### config.mk
export PLATFORM = sky130hd
export DESIGN_NAME = multitouch_slot_tracker_unit
export DESIGN_NICKNAME = d
export VERILOG_FILES = /design/src/rtl/mst_pkg.sv /design/src/rtl/mst_cfg_regs.sv /design/src/rtl/mst_slot_mem.sv /design/src/rtl/mst_slot_update.sv /design/src/rtl/multitouch_slot_tracker_unit.sv
export SDC_FILE = /design/constraint.sdc
export NUM_CORES = 1
export LEC_CHECK = 0
export BUFFER_PORTS_ARGS = -buffer_cell sky130_fd_sc_hd__clkbuf_2
export CORE_AREA = 2 2 331 333
export DETAILED_ROUTE_END_ITERATION = 8
export DIE_AREA = 0 0 333 335
export PLACE_DENSITY = 0.49
export SYNTH_ARGS = -nofsm -noshare
export SYNTH_HDL_FRONTEND = slang
export SYNTH_SLANG_ARGS = --single-unit
### constraint.sdc
create_clock -name clk -period 10.47 [get_ports clk]
set_input_delay 1.047 -clock clk [delete_from_list [all_inputs] [get_ports clk]]
set_output_delay 1.047 -clock clk [all_outputs]
set_load 0.03 [all_outputs]
### src/rtl/mst_pkg.sv
// shared types and constants of the multitouch slot tracker
// depends on nothing; every rtl file imports it
package mst_pkg;

	localparam int COORD_W = 12;
	localparam int TRAIL_W = 9;
	localparam int CFG_IDX_W = 3;

	// event commands
	typedef enum logic [2:0] {
		CMD_SYNC     = 3'd0,
		CMD_SLOT     = 3'd1,
		CMD_TRACK_ID = 3'd2,
		CMD_MT_X     = 3'd3,
		CMD_MT_Y     = 3'd4,
		CMD_ST_X     = 3'd5,
		CMD_ST_Y     = 3'd6,
		CMD_IGNORE   = 3'd7
	} cmd_t;

	// configuration register indexes
	typedef enum logic [CFG_IDX_W-1:0] {
		CFG_MAX_X       = 3'd0,
		CFG_MAX_Y       = 3'd1,
		CFG_LOW_LEFT    = 3'd2,
		CFG_HIGH_LEFT   = 3'd3,
		CFG_BTN_TOP     = 3'd4,
		CFG_BTN_WIDTH   = 3'd5,
		CFG_BTN_HEIGHT  = 3'd6,
		CFG_UNUSED      = 3'd7
	} cfg_idx_t;

	// result kinds
	localparam logic KIND_TRAIL = 1'b0;
	localparam logic KIND_MODE  = 1'b1;

	// register reset values
	localparam logic [COORD_W-1:0] RST_MAX_X      = 12'd1079;
	localparam logic [COORD_W-1:0] RST_MAX_Y      = 12'd2399;
	localparam logic [COORD_W-1:0] RST_LOW_LEFT   = 12'd190;
	localparam logic [COORD_W-1:0] RST_HIGH_LEFT  = 12'd580;
	localparam logic [COORD_W-1:0] RST_BTN_TOP    = 12'd2220;
	localparam logic [COORD_W-1:0] RST_BTN_WIDTH  = 12'd310;
	localparam logic [COORD_W-1:0] RST_BTN_HEIGHT = 12'd120;

	typedef struct packed {
		logic [COORD_W-1:0] max_x;
		logic [COORD_W-1:0] max_y;
		logic [COORD_W-1:0] low_left;
		logic [COORD_W-1:0] high_left;
		logic [COORD_W-1:0] btn_top;
		logic [COORD_W-1:0] btn_width;
		logic [COORD_W-1:0] btn_height;
	} cfg_t;

	typedef struct packed {
		logic changed;
		logic have_y;
		logic have_x;
		logic button;
		logic active;
	} slot_flags_t;

	// one slot record as kept in the slot memory
	typedef struct packed {
		slot_flags_t        flags;
		logic [COORD_W-1:0] x;
		logic [COORD_W-1:0] y;
		logic [TRAIL_W-1:0] trail;
	} slot_rec_t;

	// what one scanned slot asks of the control
	typedef struct packed {
		logic emit;
		logic kind;
		logic mode;
	} scan_res_t;

endpackage

### src/rtl/mst_cfg_regs.sv
// configuration register bank of the multitouch slot tracker
// depends on mst_pkg
module mst_cfg_regs (
	input  logic                                clk,
	input  logic                                arst_n,
	input  logic                                cfg_we,
	input  logic [mst_pkg::CFG_IDX_W-1:0]       cfg_index,
	input  logic [mst_pkg::COORD_W-1:0]         cfg_data,
	output mst_pkg::cfg_t                       cfg
);
	import mst_pkg::*;

	cfg_t cfg_q;

	always_ff @(posedge clk or negedge arst_n) begin
		if (!arst_n) begin
			cfg_q.max_x      <= RST_MAX_X;
			cfg_q.max_y      <= RST_MAX_Y;
			cfg_q.low_left   <= RST_LOW_LEFT;
			cfg_q.high_left  <= RST_HIGH_LEFT;
			cfg_q.btn_top    <= RST_BTN_TOP;
			cfg_q.btn_width  <= RST_BTN_WIDTH;
			cfg_q.btn_height <= RST_BTN_HEIGHT;
		end else if (cfg_we) begin
			case (cfg_idx_t'(cfg_index))
				CFG_MAX_X:      cfg_q.max_x      <= cfg_data;
				CFG_MAX_Y:      cfg_q.max_y      <= cfg_data;
				CFG_LOW_LEFT:   cfg_q.low_left   <= cfg_data;
				CFG_HIGH_LEFT:  cfg_q.high_left  <= cfg_data;
				CFG_BTN_TOP:    cfg_q.btn_top    <= cfg_data;
				CFG_BTN_WIDTH:  cfg_q.btn_width  <= cfg_data;
				CFG_BTN_HEIGHT: cfg_q.btn_height <= cfg_data;
				default: ;
			endcase
		end
	end

	assign cfg = cfg_q;

endmodule

### src/rtl/mst_slot_mem.sv
// slot record memory: one write port, one registered read port
// entries never written read as all zero through per-entry valid bits; depends on mst_pkg
module mst_slot_mem #(
	parameter int DEPTH = 16,
	parameter int AW    = 4
) (
	input  logic                 clk,
	input  logic                 arst_n,
	input  logic                 rd_en,
	input  logic [AW-1:0]        rd_addr,
	output mst_pkg::slot_rec_t   rd_data,
	input  logic                 wr_en,
	input  logic [AW-1:0]        wr_addr,
	input  mst_pkg::slot_rec_t   wr_data
);
	import mst_pkg::*;

	slot_rec_t mem [DEPTH];
	logic [DEPTH-1:0] valid_q;
	slot_rec_t rd_data_s1;
	logic rd_valid_s1;

	always_ff @(posedge clk) begin
		if (wr_en) begin
			mem[wr_addr] <= wr_data;
		end
		if (rd_en) begin
			rd_data_s1 <= mem[rd_addr];
		end
	end

	always_ff @(posedge clk or negedge arst_n) begin
		if (!arst_n) begin
			valid_q     <= '0;
			rd_valid_s1 <= 1'b0;
		end else begin
			if (wr_en) begin
				valid_q[wr_addr] <= 1'b1;
			end
			if (rd_en) begin
				rd_valid_s1 <= valid_q[rd_addr];
			end
		end
	end

	assign rd_data = rd_valid_s1 ? rd_data_s1 : '0;

endmodule

### src/rtl/mst_slot_update.sv
// modify logic for one slot record: event updates and sync scan decision
// depends on mst_pkg
module mst_slot_update #(
	parameter int TRAIL_DEPTH = 350
) (
	input  mst_pkg::cmd_t        cmd,
	input  logic signed [31:0]   event_value,
	input  mst_pkg::slot_rec_t   rec_in,
	input  mst_pkg::cfg_t        cfg,
	input  logic                 refresh_mode,
	output mst_pkg::slot_rec_t   event_rec,
	output mst_pkg::slot_rec_t   scan_rec,
	output mst_pkg::scan_res_t   scan_res
);
	import mst_pkg::*;

	localparam logic [TRAIL_W-1:0] TRAIL_MAX = TRAIL_W'(TRAIL_DEPTH);

	function automatic logic [COORD_W-1:0] clamp_coord(
		input logic signed [31:0] v,
		input logic [COORD_W-1:0] hi
	);
		logic [COORD_W-1:0] r;
		if (v[31]) begin
			r = '0;
		end else if (v[30:0] > {{(31-COORD_W){1'b0}}, hi}) begin
			r = hi;
		end else begin
			r = v[COORD_W-1:0];
		end
		return r;
	endfunction

	logic [COORD_W-1:0] cx, cy;
	logic               want, fresh, y_in, in_low, in_high;
	logic [COORD_W:0]   low_right, high_right, btn_bottom;

	assign cx = clamp_coord(event_value, cfg.max_x);
	assign cy = clamp_coord(event_value, cfg.max_y);

	// event update
	always_comb begin
		event_rec = rec_in;
		case (cmd)
			CMD_TRACK_ID: begin
				if (event_value[31]) begin
					event_rec = '0;
				end else begin
					event_rec.flags.active  = 1'b1;
					event_rec.flags.button  = 1'b0;
					event_rec.flags.changed = 1'b0;
					event_rec.trail         = '0;
				end
			end
			CMD_MT_X: begin
				event_rec.x             = cx;
				event_rec.flags.have_x  = 1'b1;
				event_rec.flags.changed = 1'b1;
			end
			CMD_MT_Y: begin
				event_rec.y             = cy;
				event_rec.flags.have_y  = 1'b1;
				event_rec.flags.changed = 1'b1;
			end
			CMD_ST_X: begin
				event_rec.x             = cx;
				event_rec.flags.active  = 1'b1;
				event_rec.flags.have_x  = 1'b1;
				event_rec.flags.changed = 1'b1;
			end
			CMD_ST_Y: begin
				event_rec.y             = cy;
				event_rec.flags.active  = 1'b1;
				event_rec.flags.have_y  = 1'b1;
				event_rec.flags.changed = 1'b1;
			end
			default: ;
		endcase
	end

	// button hit test, edges are compared one bit wider so they never wrap
	assign low_right  = {1'b0, cfg.low_left} + {1'b0, cfg.btn_width};
	assign high_right = {1'b0, cfg.high_left} + {1'b0, cfg.btn_width};
	assign btn_bottom = {1'b0, cfg.btn_top} + {1'b0, cfg.btn_height};
	assign y_in    = (rec_in.y >= cfg.btn_top) && ({1'b0, rec_in.y} < btn_bottom);
	assign in_low  = y_in && (rec_in.x >= cfg.low_left) && ({1'b0, rec_in.x} < low_right);
	assign in_high = y_in && (rec_in.x >= cfg.high_left) && ({1'b0, rec_in.x} < high_right);

	assign want  = rec_in.flags.active && rec_in.flags.have_x &&
	               rec_in.flags.have_y && rec_in.flags.changed;
	assign fresh = (rec_in.trail == '0);

	// sync scan decision
	always_comb begin
		scan_rec = rec_in;
		scan_res = '0;
		if (want) begin
			scan_rec.flags.changed = 1'b0;
			if (fresh && (in_low || in_high)) begin
				scan_rec.flags.button = 1'b1;
				if (in_low ? refresh_mode : !refresh_mode) begin
					scan_res.emit = 1'b1;
					scan_res.kind = KIND_MODE;
					scan_res.mode = !in_low;
				end
			end else if (!rec_in.flags.button) begin
				if (rec_in.trail < TRAIL_MAX) begin
					scan_rec.trail = rec_in.trail + TRAIL_W'(1);
				end
				scan_res.emit = 1'b1;
				scan_res.kind = KIND_TRAIL;
			end
		end
	end

endmodule

### src/rtl/multitouch_slot_tracker_unit.sv
// top level of the multitouch protocol-b slot tracker
// depends on mst_pkg, mst_cfg_regs, mst_slot_mem, mst_slot_update
//
//  channel   beat marked by           payload
//  ------    ----------------------   ----------------------------------------------
//  event in  start & !busy            command, event_value
//  result    result_strobe (1 cycle)  kind, slot_number, point_x, point_y,
//                                     mode_select, last
//  config    cfg_we                   cfg_index, cfg_data
//
// slot select and ignored events never raise busy; slot-record events do a memory read,
// then modify and write back; a sync report reads one slot record per cycle from the
// slot memory, then a flush step releases the held result
// each result is held until the next one or the scan end shows whether it is the
// last, so the final result of a sync is strobed in the same cycle that busy falls
// reset clears the control registers and the memory valid bits; the result side never stalls
module multitouch_slot_tracker_unit #(
	parameter int SLOT_COUNT  = 16,
	parameter int TRAIL_DEPTH = 350
) (
	input  logic                                clk,
	input  logic                                arst_n,
	input  logic                                start,
	output logic                                busy,
	input  logic [2:0]                          command,
	input  logic signed [31:0]                  event_value,
	output logic                                result_strobe,
	output logic                                kind,
	output logic [3:0]                          slot_number,
	output logic [mst_pkg::COORD_W-1:0]         point_x,
	output logic [mst_pkg::COORD_W-1:0]         point_y,
	output logic                                mode_select,
	output logic                                last,
	input  logic                                cfg_we,
	input  logic [mst_pkg::CFG_IDX_W-1:0]       cfg_index,
	input  logic [mst_pkg::COORD_W-1:0]         cfg_data
);
	import mst_pkg::*;

	localparam int SLOT_W = (SLOT_COUNT > 1) ? $clog2(SLOT_COUNT) : 1;
	localparam logic [SLOT_W-1:0] SLOT_LAST   = SLOT_W'(SLOT_COUNT - 1);
	localparam logic [30:0]       SLOT_LAST_V = 31'(SLOT_COUNT - 1);

	typedef enum logic [3:0] {
		ST_IDLE  = 4'b0001,
		ST_EVENT = 4'b0010,
		ST_SCAN  = 4'b0100,
		ST_FLUSH = 4'b1000
	} state_t;

	state_t state_q;

	cfg_t      cfg;
	cmd_t      cmd_in;
	cmd_t      cmd_q;
	logic signed [31:0] value_q;
	logic [SLOT_W-1:0] sel_q;      // current slot pointer
	logic [SLOT_W-1:0] tgt_q;      // slot touched by the event in flight
	logic [SLOT_W-1:0] idx_s1;     // slot whose record is on the read port during a scan
	logic              refresh_mode_q;

	logic              accept;
	logic              rd_en, wr_en;
	logic [SLOT_W-1:0] rd_addr, wr_addr;
	slot_rec_t         rd_data, wr_data, event_rec, scan_rec;
	scan_res_t         scan_res;

	// one result held back so the last one of a sync can be marked
	logic              pend_valid_q;
	logic              pend_kind_q;
	logic [SLOT_W-1:0] pend_slot_q;
	logic [COORD_W-1:0] pend_x_q, pend_y_q;
	logic              pend_mode_q;

	// output registers
	logic              strobe_q, kind_q, mode_q, last_q;
	logic [3:0]        slot_q;
	logic [COORD_W-1:0] x_q, y_q;

	assign cmd_in = cmd_t'(command);
	assign busy   = (state_q != ST_IDLE);
	assign accept = start && !busy;

	mst_cfg_regs u_cfg (
		.clk       (clk),
		.arst_n    (arst_n),
		.cfg_we    (cfg_we),
		.cfg_index (cfg_index),
		.cfg_data  (cfg_data),
		.cfg       (cfg)
	);

	mst_slot_mem #(
		.DEPTH (SLOT_COUNT),
		.AW    (SLOT_W)
	) u_mem (
		.clk     (clk),
		.arst_n  (arst_n),
		.rd_en   (rd_en),
		.rd_addr (rd_addr),
		.rd_data (rd_data),
		.wr_en   (wr_en),
		.wr_addr (wr_addr),
		.wr_data (wr_data)
	);

	mst_slot_update #(
		.TRAIL_DEPTH (TRAIL_DEPTH)
	) u_upd (
		.cmd          (cmd_q),
		.event_value  (value_q),
		.rec_in       (rd_data),
		.cfg          (cfg),
		.refresh_mode (refresh_mode_q),
		.event_rec    (event_rec),
		.scan_rec     (scan_rec),
		.scan_res     (scan_res)
	);

	// read port: event target or first slot on accept, next slot while scanning
	always_comb begin
		rd_en   = 1'b0;
		rd_addr = sel_q;
		case (state_q)
			ST_IDLE: begin
				case (cmd_in)
					CMD_SYNC: begin
						rd_en   = accept;
						rd_addr = '0;
					end
					CMD_ST_X, CMD_ST_Y: begin
						rd_en   = accept;
						rd_addr = '0;
					end
					CMD_TRACK_ID, CMD_MT_X, CMD_MT_Y: begin
						rd_en = accept;
					end
					default: ;
				endcase
			end
			ST_SCAN: begin
				rd_en   = (idx_s1 != SLOT_LAST);
				rd_addr = idx_s1 + SLOT_W'(1);
			end
			default: ;
		endcase
	end

	// write port: modified record goes back the cycle its read data shows up
	always_comb begin
		wr_en   = 1'b0;
		wr_addr = tgt_q;
		wr_data = event_rec;
		case (state_q)
			ST_EVENT: begin
				wr_en = 1'b1;
			end
			ST_SCAN: begin
				wr_en   = 1'b1;
				wr_addr = idx_s1;
				wr_data = scan_rec;
			end
			default: ;
		endcase
	end

	// control
	always_ff @(posedge clk or negedge arst_n) begin
		if (!arst_n) begin
			state_q        <= ST_IDLE;
			sel_q          <= '0;
			refresh_mode_q <= 1'b0;
			pend_valid_q   <= 1'b0;
			strobe_q       <= 1'b0;
		end else begin
			case (state_q)
				ST_IDLE: begin
					strobe_q <= 1'b0;
					if (accept) begin
						case (cmd_in)
							CMD_SYNC: state_q <= ST_SCAN;
							CMD_SLOT: begin
								// clamp to the slot range
								if (event_value[31]) begin
									sel_q <= '0;
								end else if (event_value[30:0] > SLOT_LAST_V) begin
									sel_q <= SLOT_LAST;
								end else begin
									sel_q <= event_value[SLOT_W-1:0];
								end
							end
							CMD_TRACK_ID, CMD_MT_X, CMD_MT_Y,
							CMD_ST_X, CMD_ST_Y: state_q <= ST_EVENT;
							default: ;
						endcase
					end
				end
				ST_EVENT: begin
					strobe_q <= 1'b0;
					state_q  <= ST_IDLE;
				end
				ST_SCAN: begin
					// a newer result exists, so the held one is not the last
					strobe_q <= scan_res.emit && pend_valid_q;
					if (scan_res.emit) begin
						if (scan_res.kind == KIND_MODE) begin
							refresh_mode_q <= scan_res.mode;
						end
						pend_valid_q <= 1'b1;
					end
					if (idx_s1 == SLOT_LAST) begin
						state_q <= ST_FLUSH;
					end
				end
				ST_FLUSH: begin
					strobe_q     <= pend_valid_q;
					pend_valid_q <= 1'b0;
					state_q      <= ST_IDLE;
				end
				default: begin
					strobe_q <= 1'b0;
					state_q  <= ST_IDLE;
				end
			endcase
		end
	end

	// payload registers
	always_ff @(posedge clk) begin
		if (accept) begin
			cmd_q   <= cmd_in;
			value_q <= event_value;
			tgt_q   <= rd_addr;
			idx_s1  <= '0;
		end else if (state_q == ST_SCAN) begin
			idx_s1 <= idx_s1 + SLOT_W'(1);
		end

		if (state_q == ST_SCAN && scan_res.emit) begin
			pend_kind_q <= scan_res.kind;
			pend_slot_q <= idx_s1;
			pend_x_q    <= rd_data.x;
			pend_y_q    <= rd_data.y;
			pend_mode_q <= scan_res.mode;
		end

		kind_q <= pend_kind_q;
		slot_q <= 4'(pend_slot_q);
		x_q    <= pend_x_q;
		y_q    <= pend_y_q;
		mode_q <= pend_mode_q;
		last_q <= (state_q == ST_FLUSH);
	end

	assign result_strobe = strobe_q;
	assign kind          = kind_q;
	assign slot_number   = slot_q;
	assign point_x       = x_q;
	assign point_y       = y_q;
	assign mode_select   = mode_q;
	assign last          = last_q;

endmodule

==> results of run 1 <==
report_power, final:
part	switching, W	internal [W]	total [W]
combinational	0.00159	0.000773	0.00236
clock	0.00145	0.00197	0.00342
sequential	0.000130	0.00409	0.00422
total	0.00317	0.00683	0.0100
cell usage after synthesis (8+ instances only):
cell type  instances  area share
a311oi_1          80       0.019
or3_1             10      0.0017
a21oi_1           48      0.0064
mux2_2            53       0.016
and2_1            25      0.0042
buf_6             15      0.0045
buf_2             41      0.0055
xnor2_1           18      0.0042
o21ai_0           84       0.011
ha_1             133       0.044
nor2b_1            9      0.0015
a211oi_1          11      0.0022
nor3b_1            8      0.0016
inv_1             83      0.0083
mux2i_1           17      0.0045
buf_1             10      0.0010
dfxtp_1           35       0.019
dfrtp_1           74       0.049
clkbuf_1          77      0.0077
edfxtp_1         715        0.57
nor4_1            13      0.0022
buf_4             17      0.0034
nor3_1            25      0.0033
nand2_1          760       0.076
dfstp_2           38       0.027
a22oi_1           13      0.0026
o2bb2ai_1         12      0.0028
nand4_1            9      0.0015
xor2_1            18      0.0042
a31oi_1           47      0.0078
or2_2             19      0.0032
nor2_1            71      0.0071
nand2b_1          18      0.0030
nand3_1          335       0.045
a21o_1            16      0.0032
and3_1            45      0.0075
o211ai_1           9      0.0018
cell families after synthesis:
kind of cell	after synthesis	share of synthesized area
xor+xnor	36	0.008378
buf+inv	245	0.03049
flops	862	0.6648
mux	70	0.02038
simple gates	1365	0.1611
fa+ha+maj	136	0.04581
compound gates	375	0.06902
metal layers:
layer,wire length [um],share of wire
met1,47230,0.44
met2,52520,0.49
met3,4722,0.044
met4,2352,0.022
met5,0,0
cell type report:
class,count,share of cell area
multi-input cells,1982,0.2718
well taps,1414,0.04120
inverters,85,0.007722
clock buffers,120,0.05921
flip-flops and latches,862,0.5827
repair buffers,147,0.02133
clock inverters,62,0.01606
registers in the layout, summed over array words and instances (netlist names), 12 cells and up:
signal,flops
u_cfg.cfg,84
u_mem.valid_q,16
pend_y_q,12
pend_x_q,12
point_x,12
u_mem.rd_data_s1,38
u_mem.mem,608
point_y,12
value_q,32
through the flow:
stage	std cells	power, W	cell area (sq um)	worst slack (ns)	hold WS, ns
final	4672	0.01000	42940	5.028	0.2147
after detailed placement	4490	0.006663	39710	5.120	0.3269
after floorplan	3089	0.005897	37640	5.199	0.3233
after global routing	4672	0.01054	42940	4.594	0.2043
after global placement	4490	0.006663	39710	5.199	0.3247
after CTS	4672	0.01011	42940	5.075	0.1785
worst paths after layout:
| path | slack (ns) | cells after the start | from | end |
|---|---|---|---|---|
| setup / recovery | 5.03 | 18 | u_cfg.cfg[13] | u_mem.mem[14][0] |
| hold / removal | 0.21 | 1 | arst_n | u_cfg.cfg[30] |
| setup reg to reg | 5.03 | 18 | u_cfg.cfg[13] | u_mem.mem[14][0] |
| min in group clk | 0.33 | 0 | pend_y_q[6] | point_y[6] |
| hold reg to reg | 0.33 | 0 | pend_y_q[6] | point_y[6] |
| max in group asynchronous | 8.52 | 3 | arst_n | u_mem.valid_q[15] |
==> summary.txt, run 1 <==
Synthesis
  – Post-synth EDFFs: 715
  – Syn. warnings: 0
  – Post-synthesis instance area: 0.03764 sq mm
  – Syn Inst Count: 3089
  – Distinct cell type count of the synthesized netlist: 70
  – Post-Syn Nets: 3279
  – FFs w/ async S/R, synth: 0.1299
  – Avg Inst Size Synth: 12.18 sq um
  – Seq/Total Area, Yosys: 0.6648
  – Top_reg_cell synth: edfxtp_1
  – FF+latch count, synth: 862

Status
  – Status: completed

STA
  – Number of setup violations in the final report: 0
  – Minimum clock period: 5.442 ns
  – Worst-margin pin slew: 1.185 ns
  – Final hold vios: 0
  – Tcrit/Tclk final: 0.5198
  – Fin. max-slew vios: 0
  – Final setup TNS: 0 ns
  – Rel. slew slack: 0.2101
  – RSZ-0062 raised after global routing: no
  – Final clock skew: 0.03918 ns
  – Fmax: 183.8 MHz

Power and ir drop
  – VDD IR-drop max: 0.1422 mV
  – Cell Pwr Density: 233.0 mW/mm^2
  – Leak: 15.96 nW

Final layout
  – Diodes inserted: 0
  – Final Util: 0.3972
  – Most frequent cells in the layout: nand2_1 (760), edfxtp_1 (715), nand3_1 (335)
  – Final #Nets: 3364
  – Fillcell total: 10270
  – P&R area growth vs syn: 14.09%
  – Area of the multi-input gates: 0.01167 sq mm
  – Commonest non-fill, non-tap cell in the layout: nand2_1
  – Share of post-route cells with drive strength above 1: 0.1357
  – Reg area: 0.02502 sq mm

Detailed routing
  – Routed WL per cell: 22.86 um
  – ANT nets after route: 0
  – TritonRoute pass-1 iters: 5
  – Via count: 24390
  – Initial DRC count: 1892
  – DRC: 0
  – Final wirelength: 106800 um
  – Vias per cell: 5.220

Critical path
  – Max stage delay cell, worst path: mux2i_1
  – Crit path cell chain: ha_1, a21o_1, a21oi_1, nor2b_1, o211ai_1, nand3b_1, a41oi_1, a21oi_1, xnor2_1, ha_1, and4b_1, o2111ai_1, a211o_1, nand2_1, o21ai_0, a22oi_1, o21ai_0, mux2i_1
  – WP data arrival: 5.76 ns
  – Critical Path Sink Type: flop
  – Kind of cell adding the most delay to the critical path: compound AO/OA/AOI/OAI gates
  – Required time worst endpoint: 10.78 ns
  – Critical path type: reg2reg
  – Slowest stage delay, CP: 0.89 ns
  – Worst path bufs/invs: 0
  – Crit Path Max Fanout: 16
  – CP startpoint kind: flop

Floorplan
  – # rows: 121
  – Io pins: 87
  – Die H: 335 um
  – Chip width: 333 um
  – Core area: 0.1081 sq mm
  – Die ar.: 0.1116 sq mm
  – Starting Density: 0.3482

CTS
  – CTS Buf Count: 96
  – Num Clock Sinks: 862
  – Post-cts resize count: 0
  – CTS root buffer: clkbuf_16
  – Clock-pin slew on the worst setup and hold paths: 0.07 ns
  – Total setup buffers inserted after CTS: 0
  – Clock insertion delay at the later pin of the skew report: 0.69 ns
  – Buffer levels on the longest clock path: 3
  – TritonCTS clock tree: yes
  – H-tree depth: 3
  – # hold bufs at CTS: 0

Global route
  – Total GRT Usage: 0.1906
  – Met3 Usage GRT: 0.02290
  – Largest net degree at the start of global routing: 126
  – GR Util met2: 0.3279
  – Busiest layer in global routing: met2
  – First-pass GRT wire length: 159300 um
  – Total grt overflow: 0
  – Vias in the first global route: 24190
  – M1 GR Usage: 0.2536
  – Initial antenna violation count: 3

Min path
  – Worst min-delay path class: in2async

Run
  – Max cap viols: 0

Place
  – PortBufs: 86
  – DP Wirelength: 60820 um
  – Placer Congestion: 0.8209
(Power assumes the default switching activity.)
==> run 2: changes to the inputs <==
- clock period: 10.47 -> 5.4 ns (I/O delays scaled with it)
==> summary.txt, run 2 (same netlist as run 1, synthesis figures left out) <==
CTS
  – Clock-pin slew on the worst setup and hold paths: 0.06 ns (about the same)
  – CTS root buffer: clkbuf_16
  – H-tree depth: 3 (unchanged)
  – Total setup buffers inserted after CTS: 0 (unchanged)
  – TritonCTS clock tree: yes
  – Num Clock Sinks: 862 (unchanged)
  – Buffer levels on the longest clock path: 3 (unchanged)
  – Clock insertion delay at the later pin of the skew report: 0.69 ns (about the same)
  – CTS Buf Count: 96 (unchanged)

STA
  – Final hold vios: 0 (unchanged)
  – Tcrit/Tclk final: 0.9147 (+0.3949)
  – Number of setup violations in the final report: 0 (unchanged)
  – Rel. slew slack: 0.1848 (-0.02536)
  – Final WS setup: 0.4605 ns (-4.567 ns)
  – Fmax: 202.4 MHz (+10%)
  – Final clock skew: 0.02961 ns (-0.009568 ns)
  – Worst-margin pin slew: 1.223 ns (+0.03804 ns)
  – Minimum clock period: 4.940 ns (-0.5026 ns)
  – Fin. max-slew vios: 0 (unchanged)
  – Final setup TNS: 0 ns (unchanged)
  – RSZ-0062 raised after global routing: no

Critical path
  – Worst reg2reg startpoint: u_cfg.cfg[24]
  – Slowest stage delay, CP: 0.51 ns (-0.38 ns)
  – R2R depth: 24 (+6)
  – Critical Path Sink Type: flop
  – Max stage delay cell, worst path: or4_1
  – Worst path bufs/invs: 5 (+5)
  – Required time worst endpoint: 5.76 ns (-5.02 ns)
  – Worst reg2reg setup slack: 0.46 ns (-4.57 ns)
  – WP data arrival: 5.30 ns (-0.46 ns)
  – Crit Path Max Fanout: 25 (+9)
  – RR Endpoint: pend_y_q[7]
  – CP startpoint kind: flop
  – Crit path cell chain: ha_1, inv_1, fa_1, nand2b_1, a21oi_1, o21ai_0, nand2b_1, a21oi_1, xor2_1, ha_1, nand2_1, or4_1, a21oi_1, o21ai_0, a221oi_1, buf_4, nor2_1, nand3_1, ha_1, inv_1, o31ai_1, buf_4, nor2_4, buf_12
  – Critical path type: reg2reg
  – Kind of cell adding the most delay to the critical path: simple AND/OR/NAND/NOR gates

Place
  – Placer Congestion: 0.8281 (+0.88%)
  – DP Wirelength: 61440 um (+1.0%)
  – Setup WS pre-CTS: 0.4193 ns (-4.701 ns)
  – PortBufs: 86 (unchanged)
  – Placed Cells: 4508 (+0.40%)

Global route
  – Initial antenna violation count: 1 (-2)
  – Largest net degree at the start of global routing: 132 (+4.8%)
  – First-pass GRT wire length: 158900 um (-0.23%)
  – Total grt overflow: 0 (unchanged)
  – Vias in the first global route: 23920 (-1.1%)
  – Total GRT Usage: 0.1909 (+0.0003585)

Detailed routing
  – ANT nets after route: 0 (unchanged)
  – Via count: 24560 (+0.68%)
  – Vias per cell: 5.237 (+0.32%)
  – TritonRoute pass-1 iters: 5 (unchanged)
  – DRC: 0 (unchanged)
  – Routed WL per cell: 22.88 um (about the same)
  – Final wirelength: 107300 um (+0.41%)
  – Initial DRC count: 2014 (+6.4%)

Min path
  – Min-Delay Path Depth: 1
  – Hold path startpoint: event_value[2]
  – Hold Path Sink: value_q[2]
  – Worst min-delay path class: in2reg

Final layout
  – Largest Register: u_mem.mem
  – Commonest non-fill, non-tap cell in the layout: nand2_1
  – Most frequent cells in the layout: nand2_1 (760), edfxtp_1 (715), nand3_1 (335)
  – Final #Nets: 3383 (+0.56%)
  – Max reg flops: 608 (unchanged)
  – Finished Layout Cells: 4689 (+0.36%)
  – P&R area growth vs syn: 14.63%
  – Share of post-route cells with drive strength above 1: 0.1378 (+0.002128)
  – Fillcell total: 10240 (-0.34%)

Floorplan
  – Chip width: 333 um (unchanged)
  – Die H: 335 um (unchanged)
  – Io pins: 87 (unchanged)
  – Core area: 0.1081 sq mm (unchanged)
  – Starting Density: 0.3482 (unchanged)
  – # rows: 121 (unchanged)
  – Die ar.: 0.1116 sq mm (unchanged)

Power and ir drop
  – VDD IR-drop max: 0.2601 mV (+83%)
  – Cell Pwr Density: 447.9 mW/mm^2 (+92%)
  – Leak: 16.05 nW (+0.56%)

Status
  – Status: completed

Run
  – Max cap viols: 0 (unchanged)
-- run 2: cell types whose count changed in the layout (fill, tap and decap cells not counted), moves of 2 or more --
cell / previous run / this run
clkinv_16: 4 / 1
buf_4: 60 / 64
clkinv_1: 17 / 22
clkinv_8: 0 / 2
buf_12: 2 / 16
bufinv_16: 9 / 7
clkinv_4: 3 / 0
diode_2: 0 / 2
inv_6: 1 / 3
clkinv_2: 20 / 13
-- run 2: where the power goes --
| part | switching (W) | total, W | internal, W |
|---|---|---|---|
| logic | 0.00310 | 0.00467 | 0.00157 |
| registers | 0.000251 | 0.00818 | 0.00793 |
| clock network | 0.00276 | 0.00648 | 0.00371 |
-- run 2: per-layer routing --
layer  global-route usage  wire [um]
met1               0.2609      47890
met2               0.3193      51770
met3              0.02371       5215
met4              0.05420       2391
met5                    0          0
-- run 2: worst max-delay path by stage --
stage | to | depth (start not counted) | start
after floorplan | pend_kind_q | 21 | u_cfg.cfg[24]
after global placement | u_mem.mem[6][34] | 17 | u_cfg.cfg[13]
after detailed placement | u_mem.mem[13][34] | 17 | u_cfg.cfg[13]
after CTS | u_mem.mem[13][34] | 17 | u_cfg.cfg[13]
after global routing | pend_y_q[10] | 24 | u_cfg.cfg[24]
final | pend_y_q[7] | 24 | u_cfg.cfg[24]
-- run 2: area by class of cell --
cell class / count / area, sq um / share of cell area
timing repair buffer: 166 / 1236 / 0.02865
inverter: 85 / 331.6 / 0.007685
sequential: 862 / 25020 / 0.5800
tap: 1414 / 1769 / 0.04101
clock inverter: 56 / 546.8 / 0.01267
multi-input combinational: 1982 / 11670 / 0.2706
clock buffer: 122 / 2560 / 0.05934
antenna: 2 / 5.005 / 0.0001160
-- run 2: what timing repair did --
item,4_1_cts,5_1_grt
resized for setup,0,1
endpoints found under the hold margin,27,0
hold buffers,1,0
setup endpoints to repair,0,16
-- run 2: per-stage QoR --
| stage | util | total power (W) | cell area [sq um] | hold WS [ns] |
|---|---|---|---|---|
| final | 0.3991 | 0.01932 | 43140 | 0.05813 |
| after global routing | 0.3991 | 0.02034 | 43140 | 0.03093 |
| after CTS | 0.3990 | 0.01952 | 43130 | 0.01118 |
| after detailed placement | 0.3702 | 0.01301 | 40020 | 0.3269 |
| after global placement | 0.3702 | 0.01300 | 40020 | 0.3243 |
| after floorplan | - | 0.01143 | 37640 | 0.2444 |
